<file path="src/hw/rtl/kcor_pkg.sv">
// ----------------------------------------------------------------------------
// Key code to one-wire ROM package
// Mode codes, constants, nibble functions and the CRC-8 column table.
// ----------------------------------------------------------------------------
package kcor_pkg;

   localparam int unsigned ROM_BYTES = 7;
   localparam int unsigned MSG_BITS  = ROM_BYTES * 8;

   localparam logic [7:0] FAMILY_CODE  = 8'h01;
   localparam logic [7:0] SERIES_MARK  = 8'h01;
   localparam logic [7:0] ALT_MASK     = 8'hAA;
   localparam logic [7:0] FIXED_CHECK  = 8'h9B;
   localparam logic [7:0] TABLE_MARK   = 8'h80;
   localparam logic [7:0] CRC_POLY     = 8'h8C;

   // Conversion modes carried in the action field.
   typedef enum logic [3:0] {
      ACT_COPY4 = 4'd0,
      ACT_C1    = 4'd1,
      ACT_C2    = 4'd2,
      ACT_C2ALT = 4'd3,
      ACT_C3    = 4'd4,
      ACT_C4    = 4'd5,
      ACT_C5    = 4'd6,
      ACT_C6    = 4'd7,
      ACT_C7    = 4'd8
   } action_type;

   // Mapping stage output: ROM bytes 0 to 6 and how byte 7 is formed.
   typedef struct packed {
      logic [MSG_BITS-1:0] rom_bytes;
      logic                use_crc;
      logic [7:0]          fixed_check;
   } map_result_type;

   typedef logic [7:0] crc_table_type [0:MSG_BITS-1];

   // Sixteen-entry nibble substitution.
   function automatic logic [3:0] nib_map(input logic [3:0] nib);
      logic [3:0] val;
      case (nib)
         4'h0: val = 4'hF;
         4'h1: val = 4'hB;
         4'h2: val = 4'h7;
         4'h3: val = 4'h3;
         4'h4: val = 4'hE;
         4'h5: val = 4'hA;
         4'h6: val = 4'h6;
         4'h7: val = 4'h2;
         4'h8: val = 4'hD;
         4'h9: val = 4'h9;
         4'hA: val = 4'h5;
         4'hB: val = 4'h1;
         4'hC: val = 4'hC;
         4'hD: val = 4'h8;
         4'hE: val = 4'h4;
         default: val = 4'h0;
      endcase
      return val;
   endfunction

   // Two bits to a one-hot nibble: 00 gives 8, 11 gives 1.
   function automatic logic [3:0] one_hot(input logic [1:0] two_bits);
      return 4'h8 >> two_bits;
   endfunction

   // A nibble becomes a byte of two one-hot nibbles.
   function automatic logic [7:0] expand_nibble(input logic [3:0] nib);
      return {one_hot(nib[3:2]), one_hot(nib[1:0])};
   endfunction

   // The CRC is linear with a zero start value, so each message bit adds a
   // fixed column. This builds those columns at elaboration.
   function automatic crc_table_type build_crc_table();
      crc_table_type tbl;
      logic [7:0]    crc;
      logic [5:0]    pos;
      for (int p = 0; p < MSG_BITS; p++) begin
         pos = 6'(p);
         crc = 8'h00;
         for (int i = 0; i < ROM_BYTES; i++) begin
            if (3'(i) == pos[5:3]) begin
               crc = crc ^ (8'h01 << pos[2:0]);
            end
            for (int b = 0; b < 8; b++) begin
               crc = crc[0] ? ((crc >> 1) ^ CRC_POLY) : (crc >> 1);
            end
         end
         tbl[p] = crc;
      end
      return tbl;
   endfunction

   localparam crc_table_type CRC_COLUMNS = build_crc_table();

endpackage

</file>
<file path="src/hw/rtl/kcor_map.sv">
// ----------------------------------------------------------------------------
// Key code to one-wire ROM: byte mapping
// Forms ROM bytes 0 to 6 from the mode and source code, and selects whether
// the check byte is computed or fixed.
// ----------------------------------------------------------------------------
module kcor_map (
   input  logic [3:0]              action,
   input  logic [31:0]             key_code,
   input  logic                    reverse_bytes,
   output kcor_pkg::map_result_type map_result
);
   import kcor_pkg::*;

   logic [7:0] s0;
   logic [7:0] s1;
   logic [7:0] s2;
   logic [7:0] s3;
   logic [7:0] alt_bits;
   logic [7:0] rb [0:ROM_BYTES-1];

   assign s0       = key_code[7:0];
   assign s1       = key_code[15:8];
   assign s2       = key_code[23:16];
   assign s3       = key_code[31:24];
   assign alt_bits = s1 & ALT_MASK;

   // Per-mode byte selection, then bytes 0 to 6 packed with byte 0 lowest.
   always_comb begin
      for (int i = 0; i < ROM_BYTES; i++) begin
         rb[i] = 8'h00;
      end
      rb[0]                  = FAMILY_CODE;
      map_result.use_crc     = 1'b1;
      map_result.fixed_check = 8'h00;
      case (action)
         ACT_COPY4: begin
            rb[1] = reverse_bytes ? s3 : s0;
            rb[2] = reverse_bytes ? s2 : s1;
            rb[3] = reverse_bytes ? s1 : s2;
            rb[4] = reverse_bytes ? s0 : s3;
         end
         ACT_C1: begin
            rb[1] = s0;
            rb[2] = s1;
            rb[3] = SERIES_MARK;
         end
         ACT_C2: begin
            rb[1] = s0 | {1'b0, s1[1], 6'b0};
            rb[2] = s1 | {7'b0, s1[3]};
            rb[3] = SERIES_MARK;
         end
         ACT_C2ALT: begin
            rb[1] = s0 | {1'b0, alt_bits[1], 6'b0};
            rb[2] = s1 | {3'b0, alt_bits[7], 1'b0, alt_bits[5], 1'b0, alt_bits[3]};
            rb[3] = SERIES_MARK;
         end
         ACT_C3: begin
            rb[1] = expand_nibble(s1[7:4]);
            rb[2] = expand_nibble(s1[3:0]);
            rb[3] = expand_nibble(s0[7:4]);
            rb[4] = expand_nibble(s0[3:0]);
         end
         ACT_C4: begin
            rb[1] = 8'hFF;
            rb[2] = 8'hFF;
            rb[3] = 8'hFF;
            rb[4] = 8'hFF;
            map_result.use_crc     = 1'b0;
            map_result.fixed_check = FIXED_CHECK;
         end
         ACT_C5: begin
            rb[1] = {nib_map(s0[7:4]), nib_map(s0[3:0])};
            rb[2] = {4'h0, nib_map(s1[3:0])};
            rb[3] = TABLE_MARK;
         end
         ACT_C6: begin
            rb[1] = {nib_map(s0[7:4]), nib_map(s0[3:0])};
            rb[2] = {nib_map(s1[7:4]), nib_map(s1[3:0])};
            rb[3] = TABLE_MARK;
         end
         ACT_C7: begin
            rb[1] = ~s0;
            rb[2] = ~s1;
         end
         default: begin
            // Unused modes give an all-zero image.
            rb[0]              = 8'h00;
            map_result.use_crc = 1'b0;
         end
      endcase
      for (int i = 0; i < ROM_BYTES; i++) begin
         map_result.rom_bytes[i*8 +: 8] = rb[i];
      end
   end

endmodule

</file>
<file path="src/hw/rtl/kcor_crc.sv">
// ----------------------------------------------------------------------------
// Key code to one-wire ROM: CRC-8
// Reflected CRC-8 (polynomial 0x31, zero start) over seven ROM bytes, built
// as a flat XOR of precomputed columns.
// ----------------------------------------------------------------------------
module kcor_crc (
   input  logic [kcor_pkg::MSG_BITS-1:0] rom_bytes,
   output logic [7:0]                    crc
);
   import kcor_pkg::*;

   // Each set message bit contributes its column.
   always_comb begin
      crc = 8'h00;
      for (int i = 0; i < MSG_BITS; i++) begin
         if (rom_bytes[i]) begin
            crc = crc ^ CRC_COLUMNS[i];
         end
      end
   end

endmodule

</file>
<file path="src/hw/rtl/key_code_to_onewire_rom_unit.sv">
// ----------------------------------------------------------------------------
// Key code to one-wire ROM unit
// Converts a source key code into an 8-byte one-wire ROM image: a family
// byte, a CRC-8 (or, in one mode, fixed) check byte; unused modes give zero.
//
// Usage:
//  - The request channel (req_) carries the 32-bit key code in tdata and the
//    mode and byte-reverse flag in tuser. A transfer happens when tvalid and
//    tready are both high at a rising clock edge.
//  - The response channel (rsp_) returns one 64-bit ROM image per request,
//    ROM byte 0 in the lowest bits and the check byte in the highest.
//  - The request is captured in an input register, mapped and checked in
//    one pass, and held in the result register.
//  - While the receiver does not stall, throughput is one item per cycle;
//    the mapping and the CRC XOR tree are a single pass between registers.
//  - When the receiver stalls, the result register holds its image and the
//    input register still takes one more item; req_tready falls only once
//    both registers are full.
//  - Reset empties both registers; no state is kept between items.
// ----------------------------------------------------------------------------
module key_code_to_onewire_rom_unit (
   input  logic        clock,
   input  logic        reset,
   input  logic        req_tvalid,
   output logic        req_tready,
   input  logic [31:0] req_tdata,   // [31:0] key_code
   input  logic [4:0]  req_tuser,   // [3:0] action, [4] reverse_bytes
   output logic        rsp_tvalid,
   input  logic        rsp_tready,
   output logic [63:0] rsp_tdata    // [31:0] rom_low, [63:32] rom_high
);
   import kcor_pkg::*;

   logic           in_valid_ff;
   logic           in_valid_in;
   logic [3:0]     action_ff;
   logic [31:0]    key_code_ff;
   logic           reverse_ff;
   logic           out_valid_ff;
   logic           out_valid_in;
   logic [63:0]    out_data_ff;
   logic [63:0]    out_data_in;
   logic           out_ready;
   logic           req_transfer;
   logic           out_load;
   map_result_type map_result;
   logic [7:0]     crc;

   // Handshake: each register takes new data when it is empty or draining.
   assign out_ready    = !out_valid_ff || rsp_tready;
   assign req_tready   = !in_valid_ff || out_ready;
   assign req_transfer = req_tvalid && req_tready;
   assign out_load     = in_valid_ff && out_ready;

   always_comb begin
      in_valid_in  = in_valid_ff;
      out_valid_in = out_valid_ff;
      if (req_tready) begin
         in_valid_in = req_tvalid;
      end
      if (out_ready) begin
         out_valid_in = in_valid_ff;
      end
   end

   // Valid bits.
   always_ff @(posedge clock) begin
      if (reset) begin
         in_valid_ff  <= 1'b0;
         out_valid_ff <= 1'b0;
      end else begin
         in_valid_ff  <= in_valid_in;
         out_valid_ff <= out_valid_in;
      end
   end

   // Input register payload.
   always_ff @(posedge clock) begin
      if (req_transfer) begin
         action_ff   <= req_tuser[3:0];
         reverse_ff  <= req_tuser[4];
         key_code_ff <= req_tdata;
      end
   end

   // Byte mapping and check byte.
   kcor_map u_map (
      .action        (action_ff),
      .key_code      (key_code_ff),
      .reverse_bytes (reverse_ff),
      .map_result    (map_result)
   );

   kcor_crc u_crc (
      .rom_bytes (map_result.rom_bytes),
      .crc       (crc)
   );

   assign out_data_in = {(map_result.use_crc ? crc : map_result.fixed_check),
                         map_result.rom_bytes};

   // Result register payload.
   always_ff @(posedge clock) begin
      if (out_load) begin
         out_data_ff <= out_data_in;
      end
   end

   assign rsp_tvalid = out_valid_ff;
   assign rsp_tdata  = out_data_ff;

endmodule

</file>
<file path="config.mk">
export PLATFORM = sky130hd
export DESIGN_NAME = key_code_to_onewire_rom_unit
export DESIGN_NICKNAME = d
export VERILOG_FILES = /design/src/hw/rtl/kcor_pkg.sv /design/src/hw/rtl/kcor_map.sv /design/src/hw/rtl/kcor_crc.sv /design/src/hw/rtl/key_code_to_onewire_rom_unit.sv
export SDC_FILE = /design/constraint.sdc
export NUM_CORES = 1
export LEC_CHECK = 0
export BUFFER_PORTS_ARGS = -buffer_cell sky130_fd_sc_hd__buf_4
export CAP_MARGIN = 30
export CELL_PAD_IN_SITES_DETAIL_PLACEMENT = 1
export CELL_PAD_IN_SITES_GLOBAL_PLACEMENT = 1
export CORE_AREA = 2 2 128 130
export DETAILED_ROUTE_END_ITERATION = 10
export DIE_AREA = 0 0 130 132
export PLACE_DENSITY = 0.72
export SLEW_MARGIN = 20
export SYNTH_ARGS = -nofsm -noshare
export SYNTH_HDL_FRONTEND = slang
export SYNTH_HIERARCHICAL = 1
export SYNTH_SLANG_ARGS = --single-unit
</file>
<file path="constraint.sdc">
create_clock -name clock -period 4.01 [get_ports clock]
set_input_delay 0.401 -clock clock [delete_from_list [all_inputs] [get_ports clock]]
set_output_delay 0.401 -clock clock [all_outputs]
set_load 0.01 [all_outputs]
</file>
## Word-level counts from Yosys, hierarchy flattened

Memories as Yosys holds them, arrays and structs flattened. A register that Yosys moved wholly into a read port is not among the register bits.
Cells that the tools add are included.

| cells by class | value |
|---|---|
| add/subtract/negate cells | 0 |
| $mul | 0 |
| divide/modulo/power cells | 0 |
| $lt $le $gt $ge | 0 |
| eq/ne operators | 8 |
| shifts and indexed selects | 8 |
| mux-type cells | 58 |
| bitwise operators | 44 |
| reduce and logical (&&, ||, !) cells | 11 |

Operators by type and width:

| operator | count |
|---|---|
| 2-to-1 mux 8 bit | 27 |
| case mux 16 bit (9 select lines) | 1 |
| inverter 5 bit | 22 |
| 2-to-1 mux 7 bit | 9 |
| case mux 8 bit (5 select lines) | 1 |
| inverter 3 bit | 13 |
| 2-to-1 mux 6 bit | 6 |
| 2-to-1 mux 4 bit | 8 |
| right shift 4 x 2 -> 4 bit, first input constant | 8 |
| case mux 8 bit (3 select lines) | 1 |
| equality test 4 x 3 -> 1 bit, second input constant | 4 |
| inverter 8 bit | 2 |
| inverter 7 bit | 2 |
| 2-to-1 mux 5 bit | 2 |
| inverter 4 -> 5 bit | 2 |
| OR reduction 9 bit | 1 |
| equality test 4 x 2 -> 1 bit, second input constant | 2 |
| OR 8 x 1 -> 8 bit | 1 |
| OR 8 x 5 -> 8 bit | 1 |
| OR 8 x 7 -> 8 bit | 1 |
| OR reduction 8 bit | 1 |
| equality test 4 x 1 -> 1 bit, second input constant | 1 |
| equality test 4 bit, second input constant | 1 |
| zero test 4 bit | 1 |
| 7 further kinds | 11 |

| word-level totals | value |
|---|---|
| bits in registers | 87 |
| bits in latches | 0 |
| memory bits (writable) | 0 |
| bits in read-only memories | 448 |
| input port bits | 41 |
| output and inout bits | 66 |
| logic and storage cells | 142 |
| memories kept | 7 |

Memories:

| name | depth | width | rd ports | clocked after memory_dff | write ports | line | RTL |
|---|---|---|---|---|---|---|---|
| (name not given) | 16 | 4 | 1 | 1 | 0 | kcor_pkg.sv:42 | `case (nib)` |
| (name not given) | 16 | 4 | 1 | 1 | 0 | kcor_pkg.sv:42 |  |
| (name not given) | 16 | 4 | 1 | 1 | 0 | kcor_pkg.sv:42 |  |
| (name not given) | 16 | 4 | 1 | 1 | 0 | kcor_pkg.sv:42 |  |
| (name not given) | 16 | 4 | 1 | 1 | 0 | kcor_pkg.sv:42 |  |
| (name not given) | 16 | 4 | 1 | 1 | 0 | kcor_pkg.sv:42 |  |
| +1 memories | n/a | n/a | n/a | n/a | n/a | n/a |  |

## Depth between registers and ports, before layout

Gate-level depths: netlist (run 1).

| logic depth | value |
|---|---|
| depth after elaboration | 83 |
| depth in mapped cells | 12 |
| depth with buffers taken out | 9 |

## By module

The synthesis (run 1) kept the hierarchy.

Modules (own cells, without submodules):

| module | instances | cells an instance | area each (sq um) | seq. area each (sq um) |
|---|---|---|---|---|
| key_code_to_onewire_rom_unit | 1 | 120 | 3248.1 | 3072.9 |
| kcor_map | 1 | 260 | 1601.5 | 0.0 |
| kcor_crc | 1 | 102 | 1305.0 | 0.0 |

## Worst setup path before layout (run 1)

No wires, ideal clock.

| timing | value |
|---|---|
| path type | flip-flop to flip-flop |
| start | register action_ff[2] |
| end | register out_data_ff[57], in the netlist rsp_tdata[57] (data pin) |
| setup time | 0.260 ns |
| arrival | 3.302 ns |
| required time | 3.750 ns |
| slack | 0.448 ns |
| stages on the path, launching flop included | 13 |
| path buffers | 3 |
| period minus slack after synthesis | 3.562 ns |
| cell sequence | edfxtp_1 -> buf_6 -> or4_4 -> buf_6 -> nor2_8 -> buf_6 -> a21oi_1 -> o21ai_0 -> xnor3_2 -> xnor3_1 -> xnor2_1 -> xor3_1 -> mux2_4 |

RTL lines:

| element | line | RTL |
|---|---|---|
| start: declaration | key_code_to_onewire_rom_unit.sv:36 | `logic [3:0] action_ff;` |
| start signal: assignment | key_code_to_onewire_rom_unit.sv:80 | `action_ff <= req_tuser[3:0];` |
| end signal: assignment | key_code_to_onewire_rom_unit.sv:105 | `out_data_ff <= out_data_in;` |
| end: declaration | key_code_to_onewire_rom_unit.sv:41 | `logic [63:0] out_data_ff;` |

==> report_table.html, run 1 <==
<table>
<tr><th>Metric</th><th>Value</th></tr>
<tr><th colspan="2">Floorplan</th></tr>
<tr><td>Effective utilization at floorplan</td><td>39.2%</td></tr>
<tr><td>Chip width</td><td>130 um</td></tr>
<tr><td>IO Count</td><td>107</td></tr>
<tr><td>Core outline area</td><td>0.0157 mm2</td></tr>
<tr><td>Number of rows created at floorplan</td><td>46</td></tr>
<tr><td>Die Height</td><td>132 um</td></tr>
<tr><td>Area enclosed by the die boundary</td><td>0.0172 mm2</td></tr>
<tr><th colspan="2">Cells and area</th></tr>
<tr><td>Fraction of final layout cells with drive strength greater than 1</td><td>30.2%</td></tr>
<tr><td>Number of diodes added for antenna fixing</td><td>0</td></tr>
<tr><td>Commonest non-fill, non-tap cell in the layout</td><td>sky130_fd_sc_hd__buf_4</td></tr>
<tr><td>Number of nets in the layout</td><td>641</td></tr>
<tr><td>Post-Layout Inst Area</td><td>0.00755 mm2</td></tr>
<tr><td>End-of-flow core utilization</td><td>48.0%</td></tr>
<tr><td>Layout area overhead</td><td>22.6%</td></tr>
<tr><td>Leading cell types in the layout, fill and taps excluded</td><td>145 x sky130_fd_sc_hd__buf_4, 101 x sky130_fd_sc_hd__edfxtp_1, 55 x sky130_fd_sc_hd__xnor2_1, 32 x sky130_fd_sc_hd__a21oi_1, 26 x sky130_fd_sc_hd__conb_1</td></tr>
<tr><th colspan="2">Power</th></tr>
<tr><td>Net switching power</td><td>0.956 mW</td></tr>
<tr><td>Fraction of power spent switching nets</td><td>26.8%</td></tr>
<tr><td>IR Drop Worst-Case VDD</td><td>199 uV</td></tr>
<tr><td>Combinational power share</td><td>35.9%</td></tr>
<tr><td>Relative contribution of sequential cells to total power</td><td>37.9%</td></tr>
<tr><td>LEAKAGE</td><td>3.05 nW</td></tr>
<tr><td>Internal power</td><td>2.61 mW</td></tr>
<tr><td>Total power</td><td>3.57 mW</td></tr>
<tr><td>Clock group share of total power</td><td>26.2%</td></tr>
<tr><td>Power Density</td><td>473 mW/mm2</td></tr>
<tr><th colspan="2">Clock tree</th></tr>
<tr><td>Clock tree from TritonCTS</td><td>yes</td></tr>
<tr><td>Cts repair resizes</td><td>0</td></tr>
<tr><td>TritonCTS Buffers</td><td>9</td></tr>
<tr><td>Max Root-Sink Buffers</td><td>2</td></tr>
<tr><td>Clock slew at reported path FFs</td><td>0.07 ns</td></tr>
<tr><td>Post-cts hold buffer count</td><td>0</td></tr>
<tr><td>H-tree level count</td><td>3</td></tr>
<tr><td>Post-CTS setup buffer count</td><td>0</td></tr>
<tr><td>Clock Root Buffer</td><td>sky130_fd_sc_hd__clkbuf_16</td></tr>
<tr><td>Latest clock arrival within the worst-skew pair</td><td>0.36 ns</td></tr>
<tr><td>Number of sinks on the clock net</td><td>103</td></tr>
<tr><th colspan="2">Detailed routing</th></tr>
<tr><td>1st-iter DRT viols</td><td>320</td></tr>
<tr><td>Vias post-DR</td><td>4324</td></tr>
<tr><td>First-pass iteration count of the detailed router</td><td>5</td></tr>
<tr><td>Routed wirelength normalized by instance count</td><td>21.9 um</td></tr>
<tr><td>Antenna Nets Post-Route</td><td>0</td></tr>
<tr><td>DRC violations left</td><td>0</td></tr>
<tr><td>Sum of routed wire length over all layers</td><td>18.0 mm</td></tr>
<tr><td>Routed vias/inst</td><td>5.27</td></tr>
<tr><th colspan="2">Yosys</th></tr>
<tr><td>Xor/xnor cell area share of the yosys netlist</td><td>21.2%</td></tr>
<tr><td>Synthesized area divided by synthesized cell count</td><td>12.8 um2</td></tr>
<tr><td>Total standard cell area after synthesis</td><td>0.00615 mm2</td></tr>
<tr><td>Fraction of synthesized area in multiplexers</td><td>3.42%</td></tr>
<tr><td>Yosys warns</td><td>6</td></tr>
<tr><td>Cell count after synthesis</td><td>482</td></tr>
<tr><td>Flip-flop and latch count after synthesis</td><td>103</td></tr>
<tr><td>Seq/Total Area, Yosys</td><td>49.9%</td></tr>
<tr><td>Post-Synth Adder-Cell Area</td><td>0%</td></tr>
<tr><td>Post-synth top area cell</td><td>sky130_fd_sc_hd__edfxtp_1</td></tr>
<tr><td>Count of flip-flops with a built-in enable after synthesis</td><td>101</td></tr>
<tr><td>Unique masters post-synth</td><td>62</td></tr>
<tr><td>Area fraction of the dominant cell type after synthesis</td><td>49.3%</td></tr>
<tr><td>Area fraction in and, or, nand and nor cells after synthesis</td><td>7.24%</td></tr>
<tr><td>Post-synthesis compound-gate area fraction</td><td>11.1%</td></tr>
<tr><td>Share of synthesized registers carrying an async set or reset</td><td>0%</td></tr>
<tr><td>Top post-synthesis cells by area</td><td>sky130_fd_sc_hd__edfxtp_1 49%, sky130_fd_sc_hd__xnor2_1 7.8%, sky130_fd_sc_hd__xnor3_1 7.7%, sky130_fd_sc_hd__buf_4 3.7%, sky130_fd_sc_hd__a21oi_1 2.6%</td></tr>
<tr><td>Dominant combinational cell family by area after synthesis</td><td>XOR/XNOR gates</td></tr>
<tr><td>Commonest register cell after synthesis</td><td>sky130_fd_sc_hd__edfxtp_1</td></tr>
<tr><th colspan="2">Hold path</th></tr>
<tr><td>Hold Crit Class</td><td>in -&gt; reg</td></tr>
<tr><th colspan="2">Timing</th></tr>
<tr><td>Relative max-transition margin</td><td>32.4%</td></tr>
<tr><td>Worst-Margin Slew</td><td>1.00 ns</td></tr>
<tr><td>Slew Viols, Final</td><td>0</td></tr>
<tr><td>Top achievable clock speed</td><td>259 MHz</td></tr>
<tr><td>Total of endpoints with negative setup slack in the final report</td><td>0</td></tr>
<tr><td>Clock tree skew after final layout</td><td>0.00767 ns</td></tr>
<tr><td>Unrepaired setup endpoints after global routing</td><td>false</td></tr>
<tr><td>Worst slack on hold paths</td><td>0.201 ns</td></tr>
<tr><td>Min cycle time layout</td><td>3.86 ns</td></tr>
<tr><td>Final Hold Vio Count</td><td>0</td></tr>
<tr><td>Period utilization</td><td>96.2%</td></tr>
<tr><td>Total Neg Setup Slack</td><td>0 ns</td></tr>
<tr><th colspan="2">Critical path</th></tr>
<tr><td>Critical path capture point type</td><td>flip-flop</td></tr>
<tr><td>Worst Path Arrival</td><td>3.97 ns</td></tr>
<tr><td>WS Path Type</td><td>reg -&gt; reg</td></tr>
<tr><td>Kind of launch point of the worst setup path</td><td>flip-flop</td></tr>
<tr><td>Largest fanout of any net on the critical path</td><td>10</td></tr>
<tr><td>Worst Path Required</td><td>4.12 ns</td></tr>
<tr><th colspan="2">Run</th></tr>
<tr><td>Max cap viols</td><td>0</td></tr>
<tr><th colspan="2">Global routing</th></tr>
<tr><td>Global router's overall resource usage</td><td>21.6%</td></tr>
<tr><td>Number of global-route vias before repair</td><td>4500</td></tr>
<tr><td>Final global-route overflow total</td><td>0</td></tr>
<tr><td>Global-route wire length before repair</td><td>27.1 mm</td></tr>
<tr><td>Pin count of the biggest net entering global routing</td><td>38</td></tr>
<tr><td>Number of antenna violations at the first check in global routing</td><td>0</td></tr>
<tr><th colspan="2">Place</th></tr>
<tr><td>Dpl hpwl</td><td>13.9 mm</td></tr>
<tr><td>Final RePlAce weighted congestion</td><td>0.894</td></tr>
<tr><td>Post-Place Cell Area</td><td>0.00723 mm2</td></tr>
<tr><td>I/O Buffers</td><td>106</td></tr>
<tr><th colspan="2">Run status</th></tr>
<tr><td>Outcome</td><td>finished clean</td></tr>
</table>
-- metrics by stage --
step | setup slack [ns] | instances
2_1_floorplan | 0.448 | 507
3_3_place_gp | 0.293 | 805
3_5_place_dp | 0.235 | 805
4_1_cts | 0.197 | 821
5_1_grt | 0.0261 | 821
6_report | 0.154 | 821
-- flip-flops by register name, summed over array words and instances, names as in the netlist --
signal,cells
rsp_tdata,64
key_code_ff,32
action_ff,4
in_valid_ff,1
reverse_ff,1
rsp_tvalid,1
-- final timing paths --
path	start	slack [ns]	cells after the start	endpoint
min	reset	0.20	2	rsp_tvalid
min reg2reg	in_valid_ff	0.46	2	rsp_tvalid
max reg2reg	action_ff[3]	0.15	9	rsp_tdata[61]
max	action_ff[3]	0.15	9	rsp_tdata[61]
-- critical path: stages, from the launching register on --
cell and delay [ns]:
sky130_fd_sc_hd__edfxtp_1 0.52, sky130_fd_sc_hd__or4b_1 0.71, sky130_fd_sc_hd__buf_4 0.23, sky130_fd_sc_hd__nor2_1 0.16, sky130_fd_sc_hd__a221o_1 0.37, sky130_fd_sc_hd__xnor3_1 0.44, sky130_fd_sc_hd__xnor2_2 0.31, sky130_fd_sc_hd__xnor3_1 0.40
sky130_fd_sc_hd__xor3_1 0.20, sky130_fd_sc_hd__mux2_4 0.27
-- cell type report --
cell class | count | area [um2]
inverters | 10 | 37.5
multi-input cells | 330 | 2740
well taps | 216 | 270
fillers | 1631 | 8170
flip-flops and latches | 103 | 3070
repair buffers | 146 | 1110
clock buffers | 10 | 229
clock inverters | 6 | 85.1
-- synth_stat cells, types with 10 or more instances --
cell and number:
sky130_fd_sc_hd__xnor2_1 55, sky130_fd_sc_hd__nor3_1 14, sky130_fd_sc_hd__nor2_1 13, sky130_fd_sc_hd__nand2_1 15, sky130_fd_sc_hd__a21oi_1 32, sky130_fd_sc_hd__inv_1 10
sky130_fd_sc_hd__buf_4 30, sky130_fd_sc_hd__a31oi_1 11, sky130_fd_sc_hd__xnor3_1 21, sky130_fd_sc_hd__edfxtp_1 101, sky130_fd_sc_hd__clkbuf_1 17, sky130_fd_sc_hd__xor2_1 17
sky130_fd_sc_hd__o21ai_0 14
-- cell families after synthesis --
family,count (synthesis)
XOR/XNOR,102
multiplexers,17
flip-flops,103
other,1
buffers and inverters,74
AO/OA/AOI/OAI,105
AND/OR/NAND/NOR,80
-- routing by layer --
layer / track usage [%] / up-vias / routed length, um
met3: 2.92 / 21 / 977
met1: 29.8 / 2155 / 8000
met5: 0 / - / 0
li1: - / 1969 / -
met4: 8.18 / 0 / 381
met2: 34.5 / 179 / 8660
-- power by group through the flow --
stage	Clock, mW	Combinational (mW)	Sequential, mW
detailed placement	0	1.27	1.38
global route	0.993	1.36	1.36
floorplan	0	0.941	1.37
CTS	0.954	1.28	1.35
finish	0.934	1.28	1.35
global placement	0	1.23	1.37
(Power assumes the default switching activity.)
==> inputs of run 2 (changes only) <==
--- a/config.mk
+++ b/config.mk
@@ -6,5 +6,4 @@
 export NUM_CORES = 1
 export LEC_CHECK = 0
-export BUFFER_PORTS_ARGS = -buffer_cell sky130_fd_sc_hd__buf_4
 export CAP_MARGIN = 30
 export CELL_PAD_IN_SITES_DETAIL_PLACEMENT = 1
@@ -13,5 +12,6 @@
 export DETAILED_ROUTE_END_ITERATION = 10
 export DIE_AREA = 0 0 130 132
-export PLACE_DENSITY = 0.72
+export DONT_BUFFER_PORTS = 1
+export PLACE_DENSITY = 0.64
 export SLEW_MARGIN = 20
 export SYNTH_ARGS = -nofsm -noshare
==> constraint.sdc (replaced) <==
create_clock -name clock -period 4.01 [get_ports clock]
set_input_delay 0.401 -clock clock [delete_from_list [all_inputs] [get_ports clock]]
set_output_delay 0.401 -clock clock [all_outputs]
set_load 0.005 [all_outputs]
==> run 2 against run 1 <==
  * Routed wire length is 5.9% lower
  * Setup slack better by 0.012 ns
  * Clock power is 5.0% higher
  * Maximum frequency is 0.32% higher
  * Clock skew hardly changed
  * Combinational power is 9% lower
==> report_table.html, run 2 (synthesized netlist as in run 1, its figures left out) <==
<table>
<tr><th>Metric</th><th>Value</th></tr>
<tr><th colspan="2">Critical path</th></tr>
<tr><td>Family of cells with the greatest summed delay on the critical path</td><td>XOR/XNOR gates (unchanged)</td></tr>
<tr><td>Critical path capture point type</td><td>flip-flop (unchanged)</td></tr>
<tr><td>Worst setup startpoint</td><td>action_ff[0] (was action_ff[3])</td></tr>
<tr><td>Kind of launch point of the worst setup path</td><td>flip-flop (unchanged)</td></tr>
<tr><td>Count of buffering cells on the critical path with inverters included</td><td>1 (unchanged)</td></tr>
<tr><td>Largest fanout of any net on the critical path</td><td>9 (was 10)</td></tr>
<tr><td>Worst Path Required</td><td>4.12 ns (about the same)</td></tr>
<tr><td>Depth of the most critical reg-to-reg path</td><td>10 (was 9)</td></tr>
<tr><td>Startpoint of the lowest-slack register-to-register path</td><td>action_ff[0] (was action_ff[3])</td></tr>
<tr><td>Worst Path Arrival</td><td>3.96 ns (was 3.97 ns)</td></tr>
<tr><td>Most frequent cell on the critical path</td><td>sky130_fd_sc_hd__xnor3_1 (unchanged)</td></tr>
<tr><td>Depth of the critical timing path with buffers and inverters included</td><td>10 (was 9)</td></tr>
<tr><td>Crit-path cells</td><td>or4_4 &gt; buf_4 &gt; nor2_4 &gt; a32oi_1 &gt; o21ai_1 &gt; xor2_1 &gt; xnor3_1 &gt; xnor3_1 &gt; xor3_1 &gt; mux2_4 (was or4b_1 &gt; buf_4 &gt; nor2_1 &gt; a221o_1 &gt; xnor3_1 &gt; xnor2_2 &gt; xnor3_1 &gt; xor3_1 &gt; mux2_4)</td></tr>
<tr><td>WS Path Type</td><td>reg -&gt; reg (unchanged)</td></tr>
<tr><td>Worst stage delay on the critical path</td><td>0.56 ns (was 0.71 ns)</td></tr>
<tr><td>Slowest cell on the critical path</td><td>sky130_fd_sc_hd__or4_4 (was sky130_fd_sc_hd__or4b_1)</td></tr>
<tr><th colspan="2">Cells and area</th></tr>
<tr><td>End-of-flow core utilization</td><td>43.4% (was 48.0%)</td></tr>
<tr><td>Layout area overhead</td><td>10.7% (was 22.6%)</td></tr>
<tr><td>Post-Layout Inst Area</td><td>0.00681 mm2 (was 0.00755 mm2)</td></tr>
<tr><td>Number of nets in the layout</td><td>542 (was 641)</td></tr>
<tr><td>Fraction of final layout cells with drive strength greater than 1</td><td>16.6% (was 30.2%)</td></tr>
<tr><td>Number of diodes added for antenna fixing</td><td>0 (unchanged)</td></tr>
<tr><td>Number of flip-flops under the largest register name</td><td>64 (unchanged)</td></tr>
<tr><td>Leading cell types in the layout, fill and taps excluded</td><td>101 x sky130_fd_sc_hd__edfxtp_1, 55 x sky130_fd_sc_hd__xnor2_1, 47 x sky130_fd_sc_hd__buf_4, 32 x sky130_fd_sc_hd__a21oi_1, 26 x sky130_fd_sc_hd__conb_1 (was 145 x sky130_fd_sc_hd__buf_4, 101 x sky130_fd_sc_hd__edfxtp_1, 55 x sky130_fd_sc_hd__xnor2_1, 32 x sky130_fd_sc_hd__a21oi_1, 26 x sky130_fd_sc_hd__conb_1)</td></tr>
<tr><td>Commonest non-fill, non-tap cell in the layout</td><td>sky130_fd_sc_hd__edfxtp_1 (was sky130_fd_sc_hd__buf_4)</td></tr>
<tr><th colspan="2">Clock tree</th></tr>
<tr><td>Clock Root Buffer</td><td>sky130_fd_sc_hd__clkbuf_16 (unchanged)</td></tr>
<tr><td>Post-CTS setup buffer count</td><td>0 (unchanged)</td></tr>
<tr><td>Max Root-Sink Buffers</td><td>2 (unchanged)</td></tr>
<tr><td>Number of sinks on the clock net</td><td>103 (unchanged)</td></tr>
<tr><td>TritonCTS Buffers</td><td>9 (unchanged)</td></tr>
<tr><td>Latest clock arrival within the worst-skew pair</td><td>0.36 ns (about the same)</td></tr>
<tr><td>H-tree level count</td><td>3 (unchanged)</td></tr>
<tr><td>Clock slew at reported path FFs</td><td>0.07 ns (about the same)</td></tr>
<tr><td>Clock tree from TritonCTS</td><td>yes (unchanged)</td></tr>
<tr><th colspan="2">Global routing</th></tr>
<tr><td>Pin count of the biggest net entering global routing</td><td>45 (was 38)</td></tr>
<tr><td>Number of antenna violations at the first check in global routing</td><td>0 (unchanged)</td></tr>
<tr><td>Global router's overall resource usage</td><td>20.6% (was 21.6%)</td></tr>
<tr><td>Global-route wire length before repair</td><td>25.6 mm (was 27.1 mm)</td></tr>
<tr><td>Final global-route overflow total</td><td>0 (unchanged)</td></tr>
<tr><td>Number of global-route vias before repair</td><td>4088 (was 4500)</td></tr>
<tr><th colspan="2">Timing</th></tr>
<tr><td>Min cycle time layout</td><td>3.84 ns (was 3.86 ns)</td></tr>
<tr><td>Relative max-transition margin</td><td>35.5% (was 32.4%)</td></tr>
<tr><td>Total of endpoints with negative setup slack in the final report</td><td>0 (unchanged)</td></tr>
<tr><td>Final Hold Vio Count</td><td>0 (unchanged)</td></tr>
<tr><td>Period utilization</td><td>95.8% (was 96.2%)</td></tr>
<tr><td>Clock tree skew after final layout</td><td>0.00726 ns (was 0.00767 ns)</td></tr>
<tr><td>Fin worst setup slack</td><td>0.167 ns (was 0.154 ns)</td></tr>
<tr><td>Slew Viols, Final</td><td>0 (unchanged)</td></tr>
<tr><td>Worst slack on hold paths</td><td>0.100 ns (was 0.201 ns)</td></tr>
<tr><td>Top achievable clock speed</td><td>260 MHz (was 259 MHz)</td></tr>
<tr><td>Unrepaired setup endpoints after global routing</td><td>false (unchanged)</td></tr>
<tr><td>Worst-Margin Slew</td><td>0.958 ns (was 1.00 ns)</td></tr>
<tr><td>Total Neg Setup Slack</td><td>0 ns (unchanged)</td></tr>
<tr><th colspan="2">Place</th></tr>
<tr><td>Final RePlAce weighted congestion</td><td>0.950 (was 0.894)</td></tr>
<tr><td>Setup slack at placement</td><td>0.0717 ns (was 0.235 ns)</td></tr>
<tr><td>Dpl hpwl</td><td>13.2 mm (was 13.9 mm)</td></tr>
<tr><td>I/O Buffers</td><td>0 (was 106)</td></tr>
<tr><td>Post-Place Cell Area</td><td>0.00648 mm2 (was 0.00723 mm2)</td></tr>
<tr><th colspan="2">Detailed routing</th></tr>
<tr><td>First-pass iteration count of the detailed router</td><td>5 (unchanged)</td></tr>
<tr><td>Routed vias/inst</td><td>5.44 (was 5.27)</td></tr>
<tr><td>Wire length on met1</td><td>7.51 mm (was 8.00 mm)</td></tr>
<tr><td>Length of routed met2 wiring</td><td>7.77 mm (was 8.66 mm)</td></tr>
<tr><td>DRC violations left</td><td>0 (unchanged)</td></tr>
<tr><td>Total met3 wirelength after detailed routing</td><td>1.19 mm (was 977 um)</td></tr>
<tr><td>Vias post-DR</td><td>3925 (was 4324)</td></tr>
<tr><td>Uppermost metal layer occupied by signal nets</td><td>met4 (unchanged)</td></tr>
<tr><td>Sum of routed wire length over all layers</td><td>17.0 mm (was 18.0 mm)</td></tr>
<tr><td>Routed wirelength normalized by instance count</td><td>23.5 um (was 21.9 um)</td></tr>
<tr><td>Antenna Nets Post-Route</td><td>0 (unchanged)</td></tr>
<tr><td>1st-iter DRT viols</td><td>280 (was 320)</td></tr>
<tr><th colspan="2">Floorplan</th></tr>
<tr><td>Number of rows created at floorplan</td><td>46 (unchanged)</td></tr>
<tr><td>Die Height</td><td>132 um (unchanged)</td></tr>
<tr><td>IO Count</td><td>107 (unchanged)</td></tr>
<tr><td>Core outline area</td><td>0.0157 mm2 (unchanged)</td></tr>
<tr><td>Area enclosed by the die boundary</td><td>0.0172 mm2 (unchanged)</td></tr>
<tr><td>Chip width</td><td>130 um (unchanged)</td></tr>
<tr><td>Effective utilization at floorplan</td><td>39.2% (unchanged)</td></tr>
<tr><th colspan="2">Run</th></tr>
<tr><td>Max cap viols</td><td>0 (unchanged)</td></tr>
<tr><th colspan="2">Run status</th></tr>
<tr><td>Outcome</td><td>finished clean (unchanged)</td></tr>
<tr><th colspan="2">Hold path</th></tr>
<tr><td>Hold Crit Class</td><td>in -&gt; reg (unchanged)</td></tr>
<tr><td>Source of the worst hold timing path</td><td>reset (unchanged)</td></tr>
<tr><td>Cell count of the worst hold path</td><td>1 (was 2)</td></tr>
<tr><th colspan="2">Power</th></tr>
<tr><td>Power Density</td><td>514 mW/mm2 (was 473 mW/mm2)</td></tr>
<tr><td>IR Drop Worst-Case VDD</td><td>303 uV (was 199 uV)</td></tr>
<tr><td>LEAKAGE</td><td>2.58 nW (was 3.05 nW)</td></tr>
</table>
[run 2: cell types whose count changed in the layout (fill, tap and decap cells not counted), sizes merged]
cell	previous run	this run
clkbuf	10	9
bufinv	2	3
buf	146	47
clkinvlp	2	1
[run 2: path summary, 6_finish.rpt]
kind,to,slack [ns]
worst max-delay path,rsp_tdata[61],0.17
worst min-delay path,rsp_tvalid,0.10
worst max register to register,rsp_tdata[61],0.17
worst min register to register,rsp_tvalid,0.46
[run 2: power by group]
group	leakage (nW)	switching, mW	internal, mW	total (mW)
combinational	1.44	0.455	0.702	1.16
clock	0.159	0.376	0.604	0.981
sequential	0.980	0.0683	1.30	1.37
total	2.58	0.899	2.61	3.51
[run 2: through the flow]
step / power [mW] / cells
2_1_floorplan: 2.29 / 507
3_3_place_gp: 2.52 / 706
3_5_place_dp: 2.54 / 706
4_1_cts: 3.53 / 721
5_1_grt: 3.65 / 721
6_report: 3.51 / 721
[run 2: routing by layer]
layer  GRT usage [%]  vias to the layer above
met5               0                        -
met4            8.00                        0
met3            3.94                       31
met2            31.3                      202
met1            29.1                     1923
li1                -                     1769
[run 2: cell type report]
class                   count  area [um2]
clock buffers               9         225
well taps                 216         270
repair buffers             47         353
inverters                  10        37.5
multi-input cells         330        2750
fillers                  1627        8900
flip-flops and latches    103        3070
clock inverters             6         110
[run 2: timing repair]
action                     4_1_cts  5_1_grt
setup endpoints to repair        0        3
hold buffers                     0        0
hold endpoints to repair         0        0
gates resized for setup          0        1
